===== src/sv/mtrgb_pkg.sv =====
// Shared types, constants and swizzle functions of the Z-order texel swizzler.
`timescale 1ns / 1ps

package mtrgb_pkg;

    // Defaults for the top-level parameters
    localparam int DEF_MAX_TILES_WIDE = 12;
    localparam int DEF_MAX_TILES_HIGH = 6;
    localparam int DEF_ICON_SIZE      = 48;

    // Fixed by the register field widths: 4-bit tile count x 64, 3-bit tile count x 64
    localparam int DIM_W_X  = 10;
    localparam int DIM_W_Y  = 9;
    localparam int TILE_W   = 7;
    localparam int IDX_W    = 19;
    localparam int SUM_W    = 9;
    localparam int PAIR_W   = 4 * SUM_W;

    // Configuration register indexes
    localparam logic [1:0] CFG_ICON_MODE  = 2'd0;
    localparam logic [1:0] CFG_TILES_WIDE = 2'd1;
    localparam logic [1:0] CFG_TILES_HIGH = 2'd2;

    // One accepted pixel, ready for the output stage
    typedef struct packed {
        logic                err;
        logic                last;
        logic                has_mip;
        logic [IDX_W-1:0]    idx;
        logic [IDX_W-1:0]    midx;
        logic [15:0]         color;
        logic [3:0]          alpha;
        logic [SUM_W-1:0]    pr;
        logic [SUM_W-1:0]    pg;
        logic [SUM_W-1:0]    pb;
        logic [SUM_W-1:0]    pa;
    } item_t;

    // One result transaction
    typedef struct packed {
        logic                level;
        logic [IDX_W-1:0]    idx;
        logic [15:0]         color;
        logic [3:0]          alpha;
        logic                err;
        logic                run_end;
        logic                image_end;
    } result_t;

    // 8x8 blocks of 8x8 texels: blocks in row-major order, texels Morton ordered within a block
    function automatic logic [11:0] morton_full(input logic [5:0] x, input logic [5:0] y);
        morton_full = {y[5:3], x[5:3], y[2], x[2], y[1], x[1], y[0], x[0]};
    endfunction

    // Half-size coordinates: 4x4 blocks of 8x8 texels
    function automatic logic [9:0] morton_mip(input logic [5:0] x, input logic [5:0] y);
        morton_mip = {y[5:4], x[5:4], y[3], x[3], y[2], x[2], y[1], x[1]};
    endfunction

endpackage


===== src/sv/mtrgb_front.sv =====
// Input side: configuration, raster counters, swizzle addressing and line store access.
`timescale 1ns / 1ps

module mtrgb_front import mtrgb_pkg::*; #(
    parameter int MAX_TILES_WIDE = DEF_MAX_TILES_WIDE,
    parameter int MAX_TILES_HIGH = DEF_MAX_TILES_HIGH,
    parameter int ICON_SIZE      = DEF_ICON_SIZE,
    localparam int COL_W         = $clog2(MAX_TILES_WIDE * 64),
    localparam int ROW_W         = $clog2(MAX_TILES_HIGH * 64),
    localparam int LINE_AW       = COL_W - 1
) (
    input  logic               clk,
    input  logic               rst_n,
    input  logic               cfg_valid,
    input  logic [1:0]         cfg_index,
    input  logic [3:0]         cfg_data,
    input  logic               pix_valid,
    input  logic               pix_ready,
    input  logic [31:0]        pix_data,
    output item_t              item,
    output logic               line_we,
    output logic [LINE_AW-1:0] line_waddr,
    output logic [PAIR_W-1:0]  line_wdata,
    output logic               line_re,
    output logic [LINE_AW-1:0] line_raddr
);

    logic              icon_reg, icon_next;
    logic [3:0]        tw_reg, tw_next;
    logic [2:0]        th_reg, th_next;
    logic [COL_W-1:0]  col_reg, col_next;
    logic [ROW_W-1:0]  row_reg, row_next;
    logic [31:0]       left_reg, left_next;

    logic                restart;
    logic                accept;
    logic                bad;
    logic [DIM_W_X-1:0]  xe, wm1;
    logic [DIM_W_Y-1:0]  ye, hm1;
    logic                x_end, y_end;
    logic [TILE_W-1:0]   tile;
    logic [SUM_W-1:0]    pr, pg, pb, pa;

    assign accept = pix_valid && pix_ready;

    // Register decode; any known index restarts the image
    always_comb
    begin
        icon_next = icon_reg;
        tw_next   = tw_reg;
        th_next   = th_reg;
        restart   = 1'b0;
        if (cfg_valid)
        begin
            unique case (cfg_index)
                CFG_ICON_MODE:
                begin
                    icon_next = cfg_data[0];
                    restart   = 1'b1;
                end
                CFG_TILES_WIDE:
                begin
                    tw_next = cfg_data;
                    restart = 1'b1;
                end
                CFG_TILES_HIGH:
                begin
                    th_next = cfg_data[2:0];
                    restart = 1'b1;
                end
                default:
                begin
                end
            endcase
        end
    end

    assign bad = !icon_reg && (tw_reg == 4'd0 || {1'b0, tw_reg} > 5'(MAX_TILES_WIDE) ||
                               th_reg == 3'd0 || {1'b0, th_reg} > 4'(MAX_TILES_HIGH));

    assign xe  = DIM_W_X'(col_reg);
    assign ye  = DIM_W_Y'(row_reg);
    assign wm1 = icon_reg ? DIM_W_X'(ICON_SIZE - 1) : {tw_reg - 4'd1, 6'h3F};
    assign hm1 = icon_reg ? DIM_W_Y'(ICON_SIZE - 1) : {th_reg - 3'd1, 6'h3F};
    assign x_end = (xe == wm1);
    assign y_end = (ye == hm1);

    // Column-major tile number; zero in icon mode since x, y stay below 64
    assign tile = TILE_W'({4'b0, th_reg} * {3'b0, xe[9:6]}) + TILE_W'(ye[8:6]);

    assign pr = SUM_W'(left_reg[7:0])   + SUM_W'(pix_data[7:0]);
    assign pg = SUM_W'(left_reg[15:8])  + SUM_W'(pix_data[15:8]);
    assign pb = SUM_W'(left_reg[23:16]) + SUM_W'(pix_data[23:16]);
    assign pa = SUM_W'(left_reg[31:24]) + SUM_W'(pix_data[31:24]);

    always_comb
    begin
        item = '0;
        if (bad)
        begin
            item.err = 1'b1;
        end
        else
        begin
            item.last    = x_end && y_end;
            item.has_mip = xe[0] && ye[0];
            item.idx     = {tile, morton_full(xe[5:0], ye[5:0])};
            item.midx    = IDX_W'({tile, morton_mip(xe[5:0], ye[5:0])});
            item.color   = {pix_data[7:3], pix_data[15:10], pix_data[23:19]};
            item.alpha   = pix_data[31:28];
            item.pr      = pr;
            item.pg      = pg;
            item.pb      = pb;
            item.pa      = pa;
        end
    end

    // Even rows store pair sums, odd rows fetch them
    assign line_we    = accept && !bad && xe[0] && !ye[0];
    assign line_waddr = col_reg[COL_W-1:1];
    assign line_wdata = {pa, pb, pg, pr};
    assign line_re    = accept;
    assign line_raddr = col_reg[COL_W-1:1];

    always_comb
    begin
        col_next  = col_reg;
        row_next  = row_reg;
        left_next = left_reg;
        if (restart)
        begin
            col_next  = '0;
            row_next  = '0;
            left_next = '0;
        end
        else if (accept && !bad)
        begin
            if (!xe[0])
            begin
                left_next = pix_data;
            end
            if (x_end)
            begin
                col_next = '0;
                row_next = y_end ? '0 : row_reg + ROW_W'(1);
            end
            else
            begin
                col_next = col_reg + COL_W'(1);
            end
        end
    end

    always_ff @(posedge clk or negedge rst_n)
    begin
        if (!rst_n)
        begin
            icon_reg <= 1'b0;
            tw_reg   <= 4'd1;
            th_reg   <= 3'd1;
            col_reg  <= '0;
            row_reg  <= '0;
            left_reg <= '0;
        end
        else
        begin
            icon_reg <= icon_next;
            tw_reg   <= tw_next;
            th_reg   <= th_next;
            col_reg  <= col_next;
            row_reg  <= row_next;
            left_reg <= left_next;
        end
    end

endmodule


===== config.mk =====
export PLATFORM = sky130hd
export DESIGN_NAME = mtrgb_front
export DESIGN_NICKNAME = d
export VERILOG_FILES = /design/src/sv/mtrgb_pkg.sv /design/src/sv/mtrgb_front.sv
export SDC_FILE = /design/constraint.sdc
export NUM_CORES = 1
export LEC_CHECK = 0
export BUFFER_PORTS_ARGS = -buffer_cell sky130_fd_sc_hd__buf_2
export CORE_MARGIN = 5
export CORE_UTILIZATION = 50
export DETAILED_ROUTE_END_ITERATION = 16
export GPL_TIMING_DRIVEN = 0
export PLACE_DENSITY = 0.91
export SYNTH_ARGS = -nofsm -noshare
export SYNTH_HDL_FRONTEND = slang
export SYNTH_SLANG_ARGS = --single-unit

===== constraint.sdc =====
create_clock -name clk -period 11.8 [get_ports clk]
set_clock_uncertainty 0.15 [all_clocks]
set_input_delay 2.36 -clock clk [delete_from_list [all_inputs] [get_ports clk]]
set_output_delay 2.36 -clock clk [all_outputs]
set_load 0.05 [all_outputs]

## Word level (Yosys, flattened, before mapping)

Cells that the tools add are included.

- Add/subtract/negate cells: 9
- $mul: 1
- Divide/modulo/power cells: 0
- Order comparisons: 2
- Eq/ne operators: 5
- Shifts and indexed selects: 0
- Muxes and demuxes: 16
- Bitwise gates (word level): 0
- Reduce and logical (&&, ||, !) cells: 24

Operators with widths:

| operator | number |
|---|---|
| $mux 32 | 3 |
| $mux 96 | 1 |
| $mux 9 | 5 |
| $mux 10 | 4 |
| $add 8x8->9 | 4 |
| $add 10x1->10 const B | 1 |
| $eq 10x10->1 | 1 |
| $reduce_and 2->1 | 5 |
| $add 9x1->9 const B | 1 |
| $eq 9x9->1 | 1 |
| $add 7x3->7 | 1 |
| $logic_and 1x1->1 | 7 |
| $mul 3x4->7 | 1 |
| $gt 4x4->1 const B | 1 |
| $logic_not 4->1 | 1 |
| $reduce_bool 2->1 | 2 |
| $sub 4x1->4 const B | 1 |
| $gt 3x3->1 const B | 1 |
| $logic_not 1->1 | 3 |
| $logic_not 3->1 | 1 |
| $logic_or 1x1->1 | 3 |
| $mux 1 | 3 |
| $reduce_or 3->1 | 1 |
| $sub 3x1->3 const B | 1 |
| other kinds (4) | 4 |

- Flip-flop bits (word level): 59
- Latch bits: 0
- RAM bits: 0
- ROM bits: 0
- Bits of input ports: 43
- Output and inout port bits: 153
- Word-level logic and storage cells: 63
- Memories kept: 0

## Depth between registers and ports, before layout

- Depth in word-level cells: 9
- Gate-level depth with buffers: 13
- Mapped depth without buffers: 11

## Worst setup path before layout

OpenSTA, ideal clock, no wires.

- Path type: input -> output
- From: input pix_data[24]
- To: output item[6] in the netlist's numbering
- Data arrival time: 5028 ps
- Data required time: 9290 ps
- Setup slack: 4262 ps
- Stages: 9
- Path buffers: 0
- Path through: ha_1 > inv_1 > fa_1 > nor2b_1 > o21ai_1 > a21boi_1 > o21ai_0 > a21oi_1 > nor2b_1

RTL lines:

| item | RTL line | source |
|---|---|---|
| start, declared | mtrgb_front.sv:19 | `input logic [31:0] pix_data,` |
| end, declared | mtrgb_front.sv:20 | `output item_t item,` |

==> results_tabular.tex <==
\begin{tabular}{lr}
\hline
Metric & Value \\
\hline
\multicolumn{2}{l}{\textbf{Run status}} \\
\quad Outcome & finished clean \\
\multicolumn{2}{l}{\textbf{Yosys}} \\
\quad Yosys warning count & 0 \\
\quad Async set or reset register ratio after synthesis & 1.000 \\
\quad Dominant synthesized flop cell & sky130\_fd\_sc\_hd\_\_dfrtp\_1 \\
\quad Synth Instances & 604 \\
\quad EDFF count, synth & 0 \\
\quad Syn Area/Cell & 8.719 sq um \\
\quad Synthesized flop and latch total & 59 \\
\quad Syn Std Cell Area & 5266 sq um \\
\quad Number of distinct library cell variants in the gate-level netlist after synthesis & 56 \\
\quad Sequential area share after synthesis & 0.2808 \\
\multicolumn{2}{l}{\textbf{Route}} \\
\quad DR vias & 5,124 \\
\quad Wire length per cell after detailed routing & 15.55 um \\
\quad Iteration-0 DRC count of the detailed router & 168 \\
\quad Total met2 wirelength after detailed routing & 7.201 mm \\
\quad Antenna Nets Post-Route & 0 \\
\quad Met1 routed wirelength after detailed routing & 5.977 mm \\
\quad Wire length on met3 & 1.188 mm \\
\quad Final routed wirelength across all metal layers & 14.76 mm \\
\quad Number of optimization iterations in the first detailed-route pass & 4 \\
\quad Highest metal layer with signal wires & met4 \\
\quad Residual DRC & 0 \\
\quad Via count normalized by instance count & 5.399 \\
\multicolumn{2}{l}{\textbf{CTS}} \\
\quad Sink count of the clock tree & 59 \\
\quad Buffers inserted by post-CTS timing repair & 0 \\
\quad Maximum clock path buffer count & 2 \\
\quad Number of CTS-inserted buffers & 9 \\
\quad Count of H-tree levels built during CTS & 3 \\
\quad Insertion delay of the later-clocked pin in the worst-skew pair & 0.34 ns \\
\quad Hold-fix buffers at CTS & 0 \\
\quad Number of gates resized after CTS & 0 \\
\quad Master cell of the clock root buffer & sky130\_fd\_sc\_hd\_\_clkbuf\_8 \\
\quad CTS tree & done \\
\quad Clock input transition at the sequential cells of the worst setup and hold paths & 0.06 ns \\
\multicolumn{2}{l}{\textbf{Finish}} \\
\quad Count of inserted antenna diode cells & 0 \\
\quad Final design utilization & 0.6443 \\
\quad Nets & 911 \\
\quad Total of fill cells in the finished design & 881 \\
\quad Storage cell area & 1479 sq um \\
\quad Share of post-route cells with drive strength above 1 & 0.3383 \\
\quad Area growth from synthesis to layout & 25.73\% \\
\quad Number of flip-flops under the largest register name & 32 \\
\quad Post-route non-filler standard cell count & 949 \\
\quad Area of the multi-input gates & 3202 sq um \\
\multicolumn{2}{l}{\textbf{Power}} \\
\quad Proportion of power drawn by the clock network & 0.187 \\
\quad Net switching fraction of the power & 0.5351 \\
\quad Power density over the cells & 160.7 nW/um\^{}2 \\
\quad Standby leakage power & 3.644 nW \\
\quad Cell internal power dissipation & 0.4947 mW \\
\quad Share of power burned in registers & 0.226 \\
\quad Peak supply drop & 0.1429 mV \\
\quad Switching Power & 0.5693 mW \\
\quad Overall power consumption & 1.064 mW \\
\quad Combinational power share & 0.587 \\
\multicolumn{2}{l}{\textbf{Critical path}} \\
\quad Required time of the worst setup path & 9.29 ns \\
\quad FF-to-FF setup slack & 8.90 ns \\
\quad Class of the most critical setup path & input pin to output port \\
\quad R2r startpoint & tw\_reg[0] \\
\quad Maximum net fanout on the critical path & 3 \\
\quad Reg2Reg Capture Point & left\_reg[0] \\
\quad Worst setup EP type & output port \\
\quad Worst reg-to-reg path cell count & 8 \\
\quad Startpoint Class & input pin \\
\quad Signal arrival time at the worst endpoint & 4.40 ns \\
\multicolumn{2}{l}{\textbf{Timing}} \\
\quad Setup TNS & 0 ns \\
\quad Worst slew margin & 0.4844 \\
\quad Fmax & 144.7 MHz \\
\quad Actual transition at the worst max-transition pin & 0.7734 ns \\
\quad Post-route minimum period & 6.909 ns \\
\quad Setup repair after global routing missed its margin & false \\
\quad Hold Fails Final Rpt & 0 \\
\quad Post-layout worst setup margin & 4.891 ns \\
\quad Post-route fraction of the period consumed by the critical path & 0.5855 \\
\quad Final setup violation count & 0 \\
\quad Number of pins with negative max-slew slack in the final report & 0 \\
\multicolumn{2}{l}{\textbf{Global routing}} \\
\quad Initial antenna violation count & 0 \\
\quad Pin count of the biggest net entering global routing & 60 \\
\quad Global-route wire length before repair & 23.52 mm \\
\quad GRT Overall Usage & 0.2249 \\
\quad Aggregate global routing overflow & 0 \\
\quad Via count of the first global-routing pass & 5,130 \\
\multicolumn{2}{l}{\textbf{Die}} \\
\quad Die X-Extent & 112.6 um \\
\quad Die Y & 112.6 um \\
\quad Row cnt & 37 \\
\quad Num ports & 196 \\
\quad Initial core utilization & 0.5124 \\
\quad Area of the core region & 10,280 sq um \\
\quad Die area & 12,690 sq um \\
\multicolumn{2}{l}{\textbf{Min path}} \\
\quad Cell count of the worst hold path & 1 \\
\quad Worst hold-check path type & register to register \\
\quad Worst Hold Launch & left\_reg[28] \\
\quad Worst Hold End & left\_reg[28] \\
\multicolumn{2}{l}{\textbf{Placement}} \\
\quad Setup slack at placement & 4.919 ns \\
\quad Count of input and output buffers & 193 \\
\quad Count of placed standard cells including taps & 934 \\
\quad Routability-driven placement congestion ratio & 0.8920 \\
\quad Detailed Place HPWL & 11.49 mm \\
\multicolumn{2}{l}{\textbf{Run}} \\
\quad Max-cap violation count & 0 \\
\hline
\end{tabular}
[cell families after synthesis]
family / share of synthesized area
buf+inv: 0.1119
flops: 0.2808
xor+xnor: 0.04514
other cells: 0.0007121
compound gates: 0.1680
simple gates: 0.2188
fa+ha+maj: 0.1516
mux: 0.02305
[synthesized netlist by cell type (3+ instances only)]
cell type,number,area share
sky130_fd_sc_hd__nor2b_1,67,0.080
sky130_fd_sc_hd__dfrtp_1,57,0.27
sky130_fd_sc_hd__ha_1,51,0.12
sky130_fd_sc_hd__inv_1,48,0.034
sky130_fd_sc_hd__nor2_1,47,0.033
sky130_fd_sc_hd__buf_4,42,0.060
sky130_fd_sc_hd__a21oi_1,35,0.033
sky130_fd_sc_hd__a22o_1,33,0.055
sky130_fd_sc_hd__o21ai_0,19,0.018
sky130_fd_sc_hd__nand2_1,17,0.012
sky130_fd_sc_hd__and3_1,13,0.015
sky130_fd_sc_hd__clkbuf_1,13,0.0093
sky130_fd_sc_hd__xor2_1,13,0.022
sky130_fd_sc_hd__o21ai_1,12,0.011
sky130_fd_sc_hd__and2_1,11,0.013
sky130_fd_sc_hd__xnor2_1,11,0.018
sky130_fd_sc_hd__nor3_1,10,0.0095
sky130_fd_sc_hd__buf_2,9,0.0086
sky130_fd_sc_hd__nand3_1,9,0.0086
sky130_fd_sc_hd__fa_1,8,0.030
sky130_fd_sc_hd__mux2_2,8,0.017
sky130_fd_sc_hd__o31ai_1,6,0.0086
sky130_fd_sc_hd__nand4b_1,5,0.0083
sky130_fd_sc_hd__o21a_1,5,0.0071
sky130_fd_sc_hd__nand3b_1,4,0.0057
sky130_fd_sc_hd__nor3b_1,4,0.0057
sky130_fd_sc_hd__o211ai_1,4,0.0057
sky130_fd_sc_hd__o31a_1,4,0.0067
sky130_fd_sc_hd__a21o_1,3,0.0043
sky130_fd_sc_hd__nand2b_1,3,0.0036
sky130_fd_sc_hd__nand4_1,3,0.0036
[critical path, cell delays in order]
cell and delay [ns]:
sky130_fd_sc_hd__buf_2 0.11, sky130_fd_sc_hd__ha_1 0.18, sky130_fd_sc_hd__inv_1 0.06, sky130_fd_sc_hd__fa_1 0.42, sky130_fd_sc_hd__nor2b_1 0.14, sky130_fd_sc_hd__o21ai_1 0.08
sky130_fd_sc_hd__a21oi_1 0.23, sky130_fd_sc_hd__o31a_1 0.17, sky130_fd_sc_hd__o21ai_0 0.10, sky130_fd_sc_hd__a21oi_1 0.22, sky130_fd_sc_hd__buf_2 0.31
[metal layers]
layer	track usage	vias up
li1	-	2456
met1	0.2690	2408
met2	0.3910	230
met3	0.04798	30
met4	0.09215	0
met5	0	-
[per-stage QoR]
stage	hold slack, ns	area, sq um
after floorplan	0.3271	5270
after global placement	0.3430	6406
after detailed placement	0.3474	6406
after CTS	0.3650	6619
after global routing	0.3766	6621
final	0.3609	6621
[placed cells by master (no fill, tap or decap), types with 4 or more instances in the layout]
cell | Yosys | final
sky130_fd_sc_hd__buf_2 | 9 | 201
sky130_fd_sc_hd__nor2b_1 | 67 | 67
sky130_fd_sc_hd__dfrtp_1 | 57 | 57
sky130_fd_sc_hd__ha_1 | 51 | 51
sky130_fd_sc_hd__inv_1 | 48 | 48
sky130_fd_sc_hd__nor2_1 | 47 | 47
sky130_fd_sc_hd__buf_4 | 42 | 43
sky130_fd_sc_hd__a21oi_1 | 35 | 35
sky130_fd_sc_hd__a22o_1 | 33 | 33
sky130_fd_sc_hd__o21ai_0 | 19 | 19
sky130_fd_sc_hd__nand2_1 | 17 | 17
sky130_fd_sc_hd__clkbuf_1 | 13 | 14
sky130_fd_sc_hd__xor2_1 | 13 | 13
sky130_fd_sc_hd__and3_1 | 13 | 13
sky130_fd_sc_hd__clkbuf_8 | 0 | 13
sky130_fd_sc_hd__o21ai_1 | 12 | 12
sky130_fd_sc_hd__xnor2_1 | 11 | 11
sky130_fd_sc_hd__and2_1 | 11 | 11
sky130_fd_sc_hd__nor3_1 | 10 | 10
sky130_fd_sc_hd__nand3_1 | 9 | 9
sky130_fd_sc_hd__mux2_2 | 8 | 8
sky130_fd_sc_hd__fa_1 | 8 | 8
sky130_fd_sc_hd__o31ai_1 | 6 | 6
sky130_fd_sc_hd__o21a_1 | 5 | 5
sky130_fd_sc_hd__nand4b_1 | 5 | 5
sky130_fd_sc_hd__o211ai_1 | 4 | 4
sky130_fd_sc_hd__o31a_1 | 4 | 4
sky130_fd_sc_hd__nand3b_1 | 4 | 4
sky130_fd_sc_hd__nor3b_1 | 4 | 4
[layout make-up]
type | count | share of cell area
Multi-Input combinational cell | 434 | 0.4836
Clock inverter | 1 | 0.004535
Clock buffer | 14 | 0.02759
Inverter | 48 | 0.02721
Buffer | 64 | 0.06179
Sequential cell | 59 | 0.2234
Tap cell | 136 | 0.02570
Timing Repair Buffer | 193 | 0.1463
[how the worst max path moves through the flow]
stage / startpoint / end / slack, ns / depth (start not counted)
final: pix_data[16] / item[17] / 4.89 / 11
after CTS: pix_data[16] / item[17] / 4.91 / 11
after global placement: pix_data[16] / item[17] / 4.98 / 11
after detailed placement: pix_data[16] / item[17] / 4.92 / 11
after global routing: pix_data[16] / item[17] / 4.70 / 11
after floorplan: pix_data[24] / item[6] / 4.26 / 9
[power groups by stage]
stage	Sequential [mW]	Clock [mW]	Combinational, mW
floorplan	0.237	0	0.488
global placement	0.242	0	0.618
detailed placement	0.242	0	0.626
CTS	0.240	0.201	0.627
global route	0.243	0.212	0.661
finish	0.241	0.199	0.624
Note: power is estimated with default switching activity, not from simulation.
