==> config.mk <==
export PLATFORM = sky130hd
export DESIGN_NAME = mtrgb_back
export DESIGN_NICKNAME = d
export VERILOG_FILES = /design/src/sv/mtrgb_pkg.sv /design/src/sv/mtrgb_back.sv
export SDC_FILE = /design/constraint.sdc
export NUM_CORES = 1
export LEC_CHECK = 0
export BUFFER_PORTS_ARGS = -buffer_cell sky130_fd_sc_hd__buf_2
export CORE_MARGIN = 3
export CORE_UTILIZATION = 51
export CTS_CLUSTER_SIZE = 10
export DETAILED_ROUTE_END_ITERATION = 10
export HOLD_SLACK_MARGIN = 0.15
export PLACE_DENSITY_LB_ADDON = 0.12
export SKIP_LAST_GASP = 1
export SYNTH_ARGS = -nofsm -noshare
export SYNTH_HDL_FRONTEND = slang
export SYNTH_SLANG_ARGS = --single-unit
==> constraint.sdc <==
create_clock -name clk -period 4.41 [get_ports clk]
set_input_delay 0.6615 -clock clk [delete_from_list [all_inputs] [get_ports clk]]
set_output_delay 0.6615 -clock clk [all_outputs]
set_load 0.02 [all_outputs]
==> src/sv/mtrgb_pkg.sv <==
// Shared types, constants and swizzle functions of the Z-order texel swizzler.
`timescale 1ns / 1ps

package mtrgb_pkg;

    // Defaults for the top-level parameters
    localparam int DEF_MAX_TILES_WIDE = 12;
    localparam int DEF_MAX_TILES_HIGH = 6;
    localparam int DEF_ICON_SIZE      = 48;

    // Fixed by the register field widths: 4-bit tile count x 64, 3-bit tile count x 64
    localparam int DIM_W_X  = 10;
    localparam int DIM_W_Y  = 9;
    localparam int TILE_W   = 7;
    localparam int IDX_W    = 19;
    localparam int SUM_W    = 9;
    localparam int PAIR_W   = 4 * SUM_W;

    // Configuration register indexes
    localparam logic [1:0] CFG_ICON_MODE  = 2'd0;
    localparam logic [1:0] CFG_TILES_WIDE = 2'd1;
    localparam logic [1:0] CFG_TILES_HIGH = 2'd2;

    // One accepted pixel, ready for the output stage
    typedef struct packed {
        logic                err;
        logic                last;
        logic                has_mip;
        logic [IDX_W-1:0]    idx;
        logic [IDX_W-1:0]    midx;
        logic [15:0]         color;
        logic [3:0]          alpha;
        logic [SUM_W-1:0]    pr;
        logic [SUM_W-1:0]    pg;
        logic [SUM_W-1:0]    pb;
        logic [SUM_W-1:0]    pa;
    } item_t;

    // One result transaction
    typedef struct packed {
        logic                level;
        logic [IDX_W-1:0]    idx;
        logic [15:0]         color;
        logic [3:0]          alpha;
        logic                err;
        logic                run_end;
        logic                image_end;
    } result_t;

    // 8x8 blocks of 8x8 texels: blocks in row-major order, texels Morton ordered within a block
    function automatic logic [11:0] morton_full(input logic [5:0] x, input logic [5:0] y);
        morton_full = {y[5:3], x[5:3], y[2], x[2], y[1], x[1], y[0], x[0]};
    endfunction

    // Half-size coordinates: 4x4 blocks of 8x8 texels
    function automatic logic [9:0] morton_mip(input logic [5:0] x, input logic [5:0] y);
        morton_mip = {y[5:4], x[5:4], y[3], x[3], y[2], x[2], y[1], x[1]};
    endfunction

endpackage

==> src/sv/mtrgb_back.sv <==
// Output side: pixel holding stage, mip averaging and result register.
`timescale 1ns / 1ps

module mtrgb_back import mtrgb_pkg::*; (
    input  logic              clk,
    input  logic              rst_n,
    input  logic              in_valid,
    output logic              in_ready,
    input  item_t             in_item,
    input  logic [PAIR_W-1:0] line_rdata,
    output logic              out_valid,
    input  logic              out_ready,
    output result_t           out_res
);

    logic     s1_valid_reg, s1_valid_next;
    item_t    s1_item_reg, s1_item_next;
    logic     s1_phase_reg, s1_phase_next;
    logic     out_valid_reg, out_valid_next;
    result_t  out_res_reg, out_res_next;

    logic              out_free, load, s1_done;
    logic [SUM_W:0]    sr, sg, sb, sa;
    result_t           full_res, mip_res;

    assign out_free = !out_valid_reg || out_ready;
    assign load     = s1_valid_reg && out_free;
    assign s1_done  = load && (!s1_item_reg.has_mip || s1_phase_reg);
    assign in_ready = !s1_valid_reg || s1_done;

    // Add the stored pair of the row above to this row's pair
    assign sr = (SUM_W + 1)'(line_rdata[8:0])   + (SUM_W + 1)'(s1_item_reg.pr);
    assign sg = (SUM_W + 1)'(line_rdata[17:9])  + (SUM_W + 1)'(s1_item_reg.pg);
    assign sb = (SUM_W + 1)'(line_rdata[26:18]) + (SUM_W + 1)'(s1_item_reg.pb);
    assign sa = (SUM_W + 1)'(line_rdata[35:27]) + (SUM_W + 1)'(s1_item_reg.pa);

    always_comb
    begin
        full_res           = '0;
        full_res.idx       = s1_item_reg.idx;
        full_res.color     = s1_item_reg.color;
        full_res.alpha     = s1_item_reg.alpha;
        full_res.err       = s1_item_reg.err;
        full_res.run_end   = !s1_item_reg.has_mip;
        full_res.image_end = s1_item_reg.last;

        mip_res            = '0;
        mip_res.level      = 1'b1;
        mip_res.idx        = s1_item_reg.midx;
        mip_res.color      = {sr[9:5], sg[9:4], sb[9:5]};
        mip_res.alpha      = sa[9:6];
        mip_res.run_end    = 1'b1;
        mip_res.image_end  = s1_item_reg.last;
    end

    always_comb
    begin
        s1_valid_next  = s1_valid_reg;
        s1_item_next   = s1_item_reg;
        s1_phase_next  = s1_phase_reg;
        out_valid_next = out_valid_reg;
        out_res_next   = out_res_reg;

        if (load)
        begin
            out_valid_next = 1'b1;
            out_res_next   = s1_phase_reg ? mip_res : full_res;
        end
        else if (out_ready)
        begin
            out_valid_next = 1'b0;
        end

        if (in_ready)
        begin
            s1_valid_next = in_valid;
            s1_phase_next = 1'b0;
            if (in_valid)
            begin
                s1_item_next = in_item;
            end
        end
        else if (load)
        begin
            s1_phase_next = 1'b1;
        end
    end

    always_ff @(posedge clk or negedge rst_n)
    begin
        if (!rst_n)
        begin
            s1_valid_reg  <= 1'b0;
            s1_phase_reg  <= 1'b0;
            out_valid_reg <= 1'b0;
        end
        else
        begin
            s1_valid_reg  <= s1_valid_next;
            s1_phase_reg  <= s1_phase_next;
            out_valid_reg <= out_valid_next;
        end
    end

    always_ff @(posedge clk)
    begin
        s1_item_reg <= s1_item_next;
        out_res_reg <= out_res_next;
    end

    assign out_valid = out_valid_reg;
    assign out_res   = out_res_reg;

    a_phase_needs_mip: assert property (@(posedge clk) disable iff (!rst_n)
        s1_phase_reg |-> s1_valid_reg && s1_item_reg.has_mip)
        else $error("mip phase without a mip item");

    a_err_no_mip: assert property (@(posedge clk) disable iff (!rst_n)
        s1_valid_reg && s1_item_reg.err |-> !s1_item_reg.has_mip)
        else $error("error item carries a mip texel");

    a_phase_advance: assert property (@(posedge clk) disable iff (!rst_n)
        load && s1_item_reg.has_mip && !s1_phase_reg |=> s1_phase_reg && s1_valid_reg)
        else $error("mip result not scheduled after full texel");

    a_mip_ends_run: assert property (@(posedge clk) disable iff (!rst_n)
        out_valid_reg && out_res_reg.level |-> out_res_reg.run_end && !out_res_reg.err)
        else $error("mip result without run end");

endmodule

======== After elaboration in Yosys (flattened, before gate mapping) ========
Cells that the tools add are included.
storage, ports and cells
  register bits ........................... 143
  input bits .............................. 137
cells by class
  add/sub/neg operators ................... 4
  multiplexer cells ....................... 5
  reduce and logical (&&, ||, !) cells .... 11
operators with widths
  operator           count
  $mux 43            1
  $add 9x9->10       4
  $mux 1             4
  $reduce_bool 2->1  2
  $logic_not 1->1    3
  $logic_or 1x1->1   3
  $logic_and 1x1->1  2
  $reduce_and 2->1   1

======== Depth between registers and ports, before layout ========
Gate-level depths: netlist of the first run.
  word-level depth ........................ 6
  depth in mapped cells ................... 6

======== Least setup slack after synthesis of the first run ========
OpenSTA, ideal clock, no wires.
  kind .................................... input to register
  from .................................... input out_ready
  to ...................................... register s1_item_reg, in the netlist full_res[0] (enable)
  arrival ................................. 3.364 ns
  slack ................................... 0.580 ns
  stages on the path ...................... 4
  buffers on the path ..................... 0
  path through ............................ nand2b_1 -> nand2_1 -> nand2_1 -> and2_1
between the ends
  cells in the longest elaborated chain, start to end .. 5
ends and longest elaborated chain
  element                            line               RTL
  from (decl)                        mtrgb_back.sv:12   input logic out_ready,
  $logic_or 1x1->1                   mtrgb_back.sv:26   assign out_free = !out_valid_reg || out_ready;
  $logic_and 1x1->1                  mtrgb_back.sv:27   assign load = s1_valid_reg && out_free;
  $logic_and 1x1->1                  mtrgb_back.sv:28   assign s1_done = load && (!s1_item_reg.has_mip || s1_phase_reg);
  $logic_or 1x1->1                   mtrgb_back.sv:29   assign in_ready = !s1_valid_reg || s1_done;
  named net in_ready                 mtrgb_back.sv:8    output logic in_ready,
  $reduce_and 2->1 (no source line)  n/a
  to (signal assigned)               mtrgb_back.sv:107  s1_item_reg <= s1_item_next;
  to (decl)                          mtrgb_back.sv:17   item_t s1_item_reg, s1_item_next;
The timed path passes the listed nets, and every way through them passes these cells.
A chain may end at the register's enable or synchronous reset.

======== Worst setup path after layout of the first run ========
  from .................................... register s1_phase_reg
  to ...................................... output in_ready
between the ends
  cells in the longest elaborated chain, start to end .. 3
ends and longest elaborated chain
  element                 line               RTL
  from (decl)             mtrgb_back.sv:18   logic s1_phase_reg, s1_phase_next;
  from (signal assigned)  mtrgb_back.sv:100  s1_phase_reg <= s1_phase_next;
  $logic_or 1x1->1        mtrgb_back.sv:28
  $logic_and 1x1->1       mtrgb_back.sv:28
  $logic_or 1x1->1        mtrgb_back.sv:29
  to (decl)               mtrgb_back.sv:8
Every way passes these cells.

==> impl_results.md, run 1 <==
- Mapped Area: 0.00578 mm2
- Ant diodes: 0
- TritonCTS clock tree: yes
- Area Growth Syn to Fin: 29.2%
- DR vias/cell: around 5.2
- Final #Nets: 699
- Hold Buf Count CTS: 1
- Layout cells sized above 1: a little under half
- Rel. slew slack: ~30%
- Mean Syn Cell Area: ~17 um2
- Distinct cells, synth: 49
- Sequential share of the synthesized area: ~74%
- VDD IR max: around 0.00056 V
- Flops & latches, synth: 143
- Vias in the first global route: around 3.7k
- Die X: between 100 and 150 um
- Pwr dens: 496 mW/mm2
- # IOs: 182
- Post-route minimum period: about 2500 ps
- Final Setup Violations: 0
- Placed Cells incl. Taps: 650
- Post-synthesis cell count: 332
- Main synth FF type: edfxtp_1
- Worst Setup SP: s1_phase_reg
- Commonest cells in the netlist: edfxtp_1 (140), ha_1 (32), mux2_2 (22), a21oi_1 (15), nand2_1 (13)
- Die H: between 100 and 150 um
- Initial antenna violation count: 0
- Worst-Skew Late Latency: roughly 420 ps
- Postcts setup bufs: 0
- Routed WL: between 10 and 15 mm
- Worst Path Class, Setup: flip-flop to primary output
- Crit path required time: 3750 ps
- Post-Layout Cell Count: between 600 and 700
- Via count: between 3k and 4k
- Seq. cell area: 0.00428 mm2
- Starting density of the core: around 53%
- Status: finished clean
- Dominant cells by area after synthesis: edfxtp_1 (73%), ha_1 (6.9%), mux2_2 (4.3%), a21oi_1 (1.3%), dfrtp_1 (1.3%)
- Worst path cell trace: clkinv_1 -> nand2_1 -> nand2_1 -> nand2_1 -> buf_2
- Count leader, synth: edfxtp_1
- Multi-input logic area: ~0.0014 mm2
- Fin. max-slew vios: 0
- Crit-path max cell delay: approximately 400 ps
- Clk_skew: approximately 13 ps
- Setup TNS Final: 0 ps
- Post-synthesis net count: about 500
- First-pass GRT wire length: 17.7 mm
- Worst Tran Pin Value: about 1100 ps
- Residual DRC: 0
- Hpwl dp: a little under 8 mm
- Pleak: about 3.1 nW
- Largest area contributor in the netlist: edfxtp_1
- WL/cell: around 17 um
- CP most frequent cell: nand2_1
- Hold/Removal Path Class: primary input to flip-flop
- Placeable Area: roughly 0.011 mm2
- Ys Warns: 0
- Hold WS: between 400 and 500 ps
- Clock tree buffer depth: 2
- Overall power: between 3 and 4 mW
- # rows: 38
- FMAX: ~0.4 GHz
- Num CTS Buffers: 17
- Max reg flops: 43
- Fin crit share: between 50% and 60%
- Worst-path clk slew: around 60 ps
- Fill count: around 800
- CP Capture Type: primary output
- Post-synth EDFFs: 140
- Resized Gates After CTS: 0
- Grt ovf: 0
- CP max FO: 19
- Drt pass-1 iters: 4
- DIE AREA: between 0.01 and 0.015 mm2
- PortBufs: between 150 and 200
- Routability cong.: about 0.79
- Hold wc startpoint: in_item[18]
- Post-layout util: roughly two thirds
- # Max-Cap Violations: 0
- Crit path max-delay cell type: clkinv_1
- Pin count of the biggest net entering global routing: 45
- RSZ-0062 raised after global routing: false
- Post-synth ARST share: under 10%
- H-Tree Depth: 4
- Final hold viol count: 0
- Drt initial violations: a little under 200
- Clock sinks: between 100 and 150
- CP Launch Type: flip-flop
- Critical Path AT: between 1500 and 2000 ps
- Clock tree root buffer cell: clkbuf_16
- Worst reg2reg startpoint: s1_phase_reg
- Routed Antenna Nets: 0
- Yosys top cell area share: 72.8%
- Tot GR Track Use: 18.5%
through the flow:
stage | cell area [um2] | worst slack (ps)
after floorplan | 5780 | 580
after global placement | 6840 | 2020
after detailed placement | 6840 | 1950
after CTS | 7460 | 1910
after global routing | 7460 | 1670
final | 7460 | 1950
cell type report:
type / instances / area share, %
clock buffer: 18 / 5.75
inverter: 10 / 0.503
tap: 140 / 2.35
clock inverter: 13 / 2.53
timing repair buffer: 185 / 12.6
sequential: 143 / 57.4
multi-input combinational: 173 / 18.9
worst paths after layout:
| path | slack, ps | cells past startpoint | to |
|---|---|---|---|
| min | 420 | 1 | s1_item_reg[18] |
| min in group asynchronous | 580 | 2 | s1_phase_reg |
| max in group asynchronous | 3690 | 2 | s1_phase_reg |
| max | 1950 | 5 | in_ready |
| min reg2reg | 440 | 0 | out_res[0] |
| max reg2reg | 1960 | 6 | full_res[35] |
routing by layer:
layer	global-route usage (%)	share of wire, %
met2	30.9	49
met5	0	0
met3	7.92	9.4
met1	21.4	40
met4	6.81	1.2
placed cells by master (no fill, tap or decap), types with 3 or more instances in the layout:
cell type / count
o21a_1: 6
clkinv_4: 4
o31ai_1: 7
nand4_1: 3
inv_1: 9
nor3_1: 5
a21oi_1: 15
nand2_1: 13
xnor2_1: 3
nand3_1: 6
buf_4: 3
bufinv_16: 4
ha_1: 32
buf_2: 181
clkbuf_16: 17
mux2_2: 22
a21o_1: 9
and4_1: 3
nand2b_1: 5
edfxtp_1: 140
nor2_1: 8
power by group:
part           internal (mW)  switching [mW]
Combinational          0.205           0.307
Sequential              1.67          0.0349
Clock                  0.946           0.534
worst max-delay path: cells and delay by family (launching register included):
kind	cells	cell delay, ps
AND/OR/NAND/NOR	3	430
flip-flops	1	360
buffers and inverters	2	610
cells by family (layout without fill, tap and decap cells):
| group | Yosys count | after routing | synth area share (%) |
|---|---|---|---|
| XOR/XNOR | 4 | 4 | 0.606 |
| adder cells (fa/ha/maj) | 32 | 32 | 6.93 |
| buffers and inverters | 16 | 226 | 1.54 |
| AO/OA/AOI/OAI | 61 | 61 | 7.56 |
| flip-flops | 143 | 143 | 74.1 |
| AND/OR/NAND/NOR | 54 | 54 | 5.02 |
| multiplexers | 22 | 22 | 4.29 |
Power figures use the tool's default switching activity.
==> run 2: changes to the inputs <==
--- a/config.mk
+++ b/config.mk
@@ -5,9 +5,10 @@
 export SDC_FILE = /design/constraint.sdc
 export NUM_CORES = 1
 export LEC_CHECK = 0
+export ABC_AREA = 1
 export BUFFER_PORTS_ARGS = -buffer_cell sky130_fd_sc_hd__buf_2
 export CORE_MARGIN = 3
-export CORE_UTILIZATION = 51
+export CORE_UTILIZATION = 47
 export CTS_CLUSTER_SIZE = 10
 export DETAILED_ROUTE_END_ITERATION = 10
 export HOLD_SLACK_MARGIN = 0.15
==> constraint.sdc (replaced) <==
create_clock -name clk -period 2.1 [get_ports clk]
set_input_delay 0.315 -clock clk [delete_from_list [all_inputs] [get_ports clk]]
set_output_delay 0.315 -clock clk [all_outputs]
set_load 0.02 [all_outputs]
==> impl_results.md, run 2 <==
- Status: finished clean
- CP Capture Type: primary output
- Pleak: approximately 4.0 nW
- Largest area contributor in the netlist: edfxtp_1
- Placeable Area: about 0.013 mm2
- Main combinational cell family by area after synthesis: simple AND/OR/NAND/NOR gates
- # IOs: roughly 180
- Mean Syn Cell Area: roughly 11 um2
- Vias in the first global route: approximately 5.3k
- Worst-Skew Late Latency: approximately 430 ps
- Final #Nets: approximately 1k
- Area Growth Syn to Fin: 44.2%
- Clock sinks: about 140
- Overall power: between 8 and 9 mW
- Fin crit share: between 80 and 90%
- CP most frequent cell: inv_2
- Yosys top cell area share: between 60% and 70%
- Post-route minimum period: approximately 1800 ps
- # rows: 41
- RSZ-0062 raised after global routing: false
- Worst Path Class, Setup: flip-flop to primary output
- VDD IR max: between 0.0006 and 0.0007 V
- Post-synthesis net count: 715
- Pin count of the biggest net entering global routing: 67
- Mapped Area: about 0.0062 mm2
- Hpwl dp: about 9.5 mm
- Via count: 5070
- Crit path required time: about 1800 ps
- Most frequent cells in the layout: nand2_1 (186), buf_2 (181), edfxtp_1 (140)
- TritonCTS clock tree: yes
- Layout cells sized above 1: a little over a quarter
- Post-synthesis mux area share: 0%
- FMAX: approximately 0.55 GHz
- Post-synth ARST share: under 10%
- DP Area: 0.00742 mm2
- Most common cell after layout, fill and taps aside: nand2_1
- Commonest cells in the netlist: nand2_1 (186), edfxtp_1 (140), inv_1 (41), nor2_1 (40), nand3_1 (36)
- Clock tree buffer depth: 2
- Drt pass-1 iters: 7
- Post-synthesis cell count: approximately 550
- Hold/Removal Path Class: primary input to flip-flop
- Postcts setup bufs: 0
- Die X: 121 um
- H-Tree Depth: 4
- Starting density of the core: 48.7%
- Clock tree root buffer cell: clkbuf_16
- Distinct cells, synth: 25
- Simple-gate share of the synthesized area: roughly 18%
- Crit path max-delay cell type: dfrtp_2
- Sequential share of the synthesized area: 68.5%
- Die H: 121 um
- DIE AREA: between 0.01 and 0.015 mm2
- Fill count: 940
- Pwr dens: about 900 mW/mm2
- Setup TNS Final: 0 ps
- Dominant cells by area after synthesis: edfxtp_1 (67%), nand2_1 (11%), ha_1 (6.4%), nand3_1 (2.9%), inv_1 (2.5%)
- Ys Warns: 0
- Grt ovf: 0
- Worst path cell trace: inv_2 -> nor2_4 -> inv_2 -> a21oi_2 -> inv_1 -> buf_2
- Count leader, synth: nand2_1
- CP Launch Type: flip-flop
- Post-synthesis compound-gate area fraction: just under 4%
- Worst-path clk slew: 60 ps
- Drt initial violations: 430
- Fin. max-slew vios: 0
- Final hold viol count: 0
- Tot GR Track Use: approximately 22%
- Finished Cell Area: between 0.009 and 0.01 mm2
- Initial antenna violation count: 1
- Post-synth EDFFs: between 100 and 150
- Routed WL: between 15 and 20 mm
- Num CTS Buffers: 17
- First-pass GRT wire length: about 25 mm
- Max reg flops: between 40 and 50
- WL/cell: about 15 um
- Residual DRC: 0
- Worst Tran Pin Value: between 400 and 500 ps
- Slack of the critical path: approximately 270 ps
- Final Setup Violations: 0
- Xor-xnor portion of the synthesized cell area: 0%
- Adder-cell share of the synthesized area: between 6 and 7%
- # Max-Cap Violations: 0
- CP delay by family, top: buffers and inverters
- Flops & latches, synth: 143
- Buf/Inv on CP: 4
- Routability cong.: 0.969
- Clk_skew: about 8 ps
- Main synth FF type: edfxtp_1
- Setup WS pre-CTS: between 400 and 500 ps
- PortBufs: around 180
- Crit-path max cell delay: about 370 ps
- Rel. slew slack: 67.7%
- Critical Path AT: ~1500 ps
- CP max FO: 3
- Routed Antenna Nets: 0
- DR vias/cell: between 4 and 5
## run 2: changes by cell type after synthesis, moves of 4 or more
cell,before,now
o21a_1,6,0
nand3_1,6,36
nand2b_1,5,0
a21o_1,9,2
inv_1,9,41
a21oi_1,15,21
mux2_2,22,0
nand2_1,13,186
o31ai_1,7,0
o21ai_0,2,15
nor2_1,8,40
buf_2,1,5
## run 2: cells by family after synthesis
logic type	Yosys count
adders and majority gates	32
AOI/OAI and AO/OA	45
buffers and inverters	51
and+or+nand+nor	275
DFF	143
## run 2: area by class of cell
type                    count  area, um2  area share, %
flip-flops and latches    143       4280           47.5
clock buffers              17        425           4.72
inverters                  43        161           1.79
well taps                 172        215           2.39
diodes                      1       2.50         0.0278
repair buffers            286       1970           21.8
multi-input cells         352       1790           19.8
clock inverters            15        170           1.89
## run 2: path summary, 6_finish.rpt
path	slack [ps]	cells past startpoint	start	end
max in group asynchronous	1750	2	rst_n	out_valid
min in group asynchronous	230	2	rst_n	s1_phase_reg
max reg2reg	440	8	s1_item_reg[22]	out_res[13]
max	270	6	out_valid	in_ready
min	190	4	out_ready	out_valid
min reg2reg	430	0	full_res[0]	out_res[0]
## run 2: layer usage
metal  track usage, %  wire length (um)  vias to the layer above
met5                0                 0                        -
met4             8.96               343                        0
met3             6.53              1140                       31
met2             37.9              7790                      207
met1             24.7              5920                     2353
li1                 -                 -                     2479
## run 2: through the flow
stage / util, % / cells / hold slack, ps
after floorplan: - / 546 / 19.4
after global placement: 57.8 / 897 / 113
after detailed placement: 57.8 / 897 / 119
after CTS: 70.2 / 1028 / 175
after global routing: 70.2 / 1029 / 198
final: 70.2 / 1029 / 192
## run 2: report_power, final
group          switching [mW]  internal (mW)  total [mW]
Combinational           0.899          0.570        1.47
Sequential             0.0801           3.52        3.60
Clock                    1.31           1.70        3.01
Total                    2.29           5.78        8.08
## run 2: worst reg2reg max path, cell delays in order (launching register included)
cell and delay, ps:
edfxtp_1 370, ha_1 360, nand2_1 110, nor2_1 130, nand3_1 120, nand2_1 110
nand2_1 60, nand3_1 90, nand2_1 60
## run 2: what timing repair did
action,CTS,global route
gates resized for setup,0,0
hold buffers,99,0
hold endpoints to repair,101,0
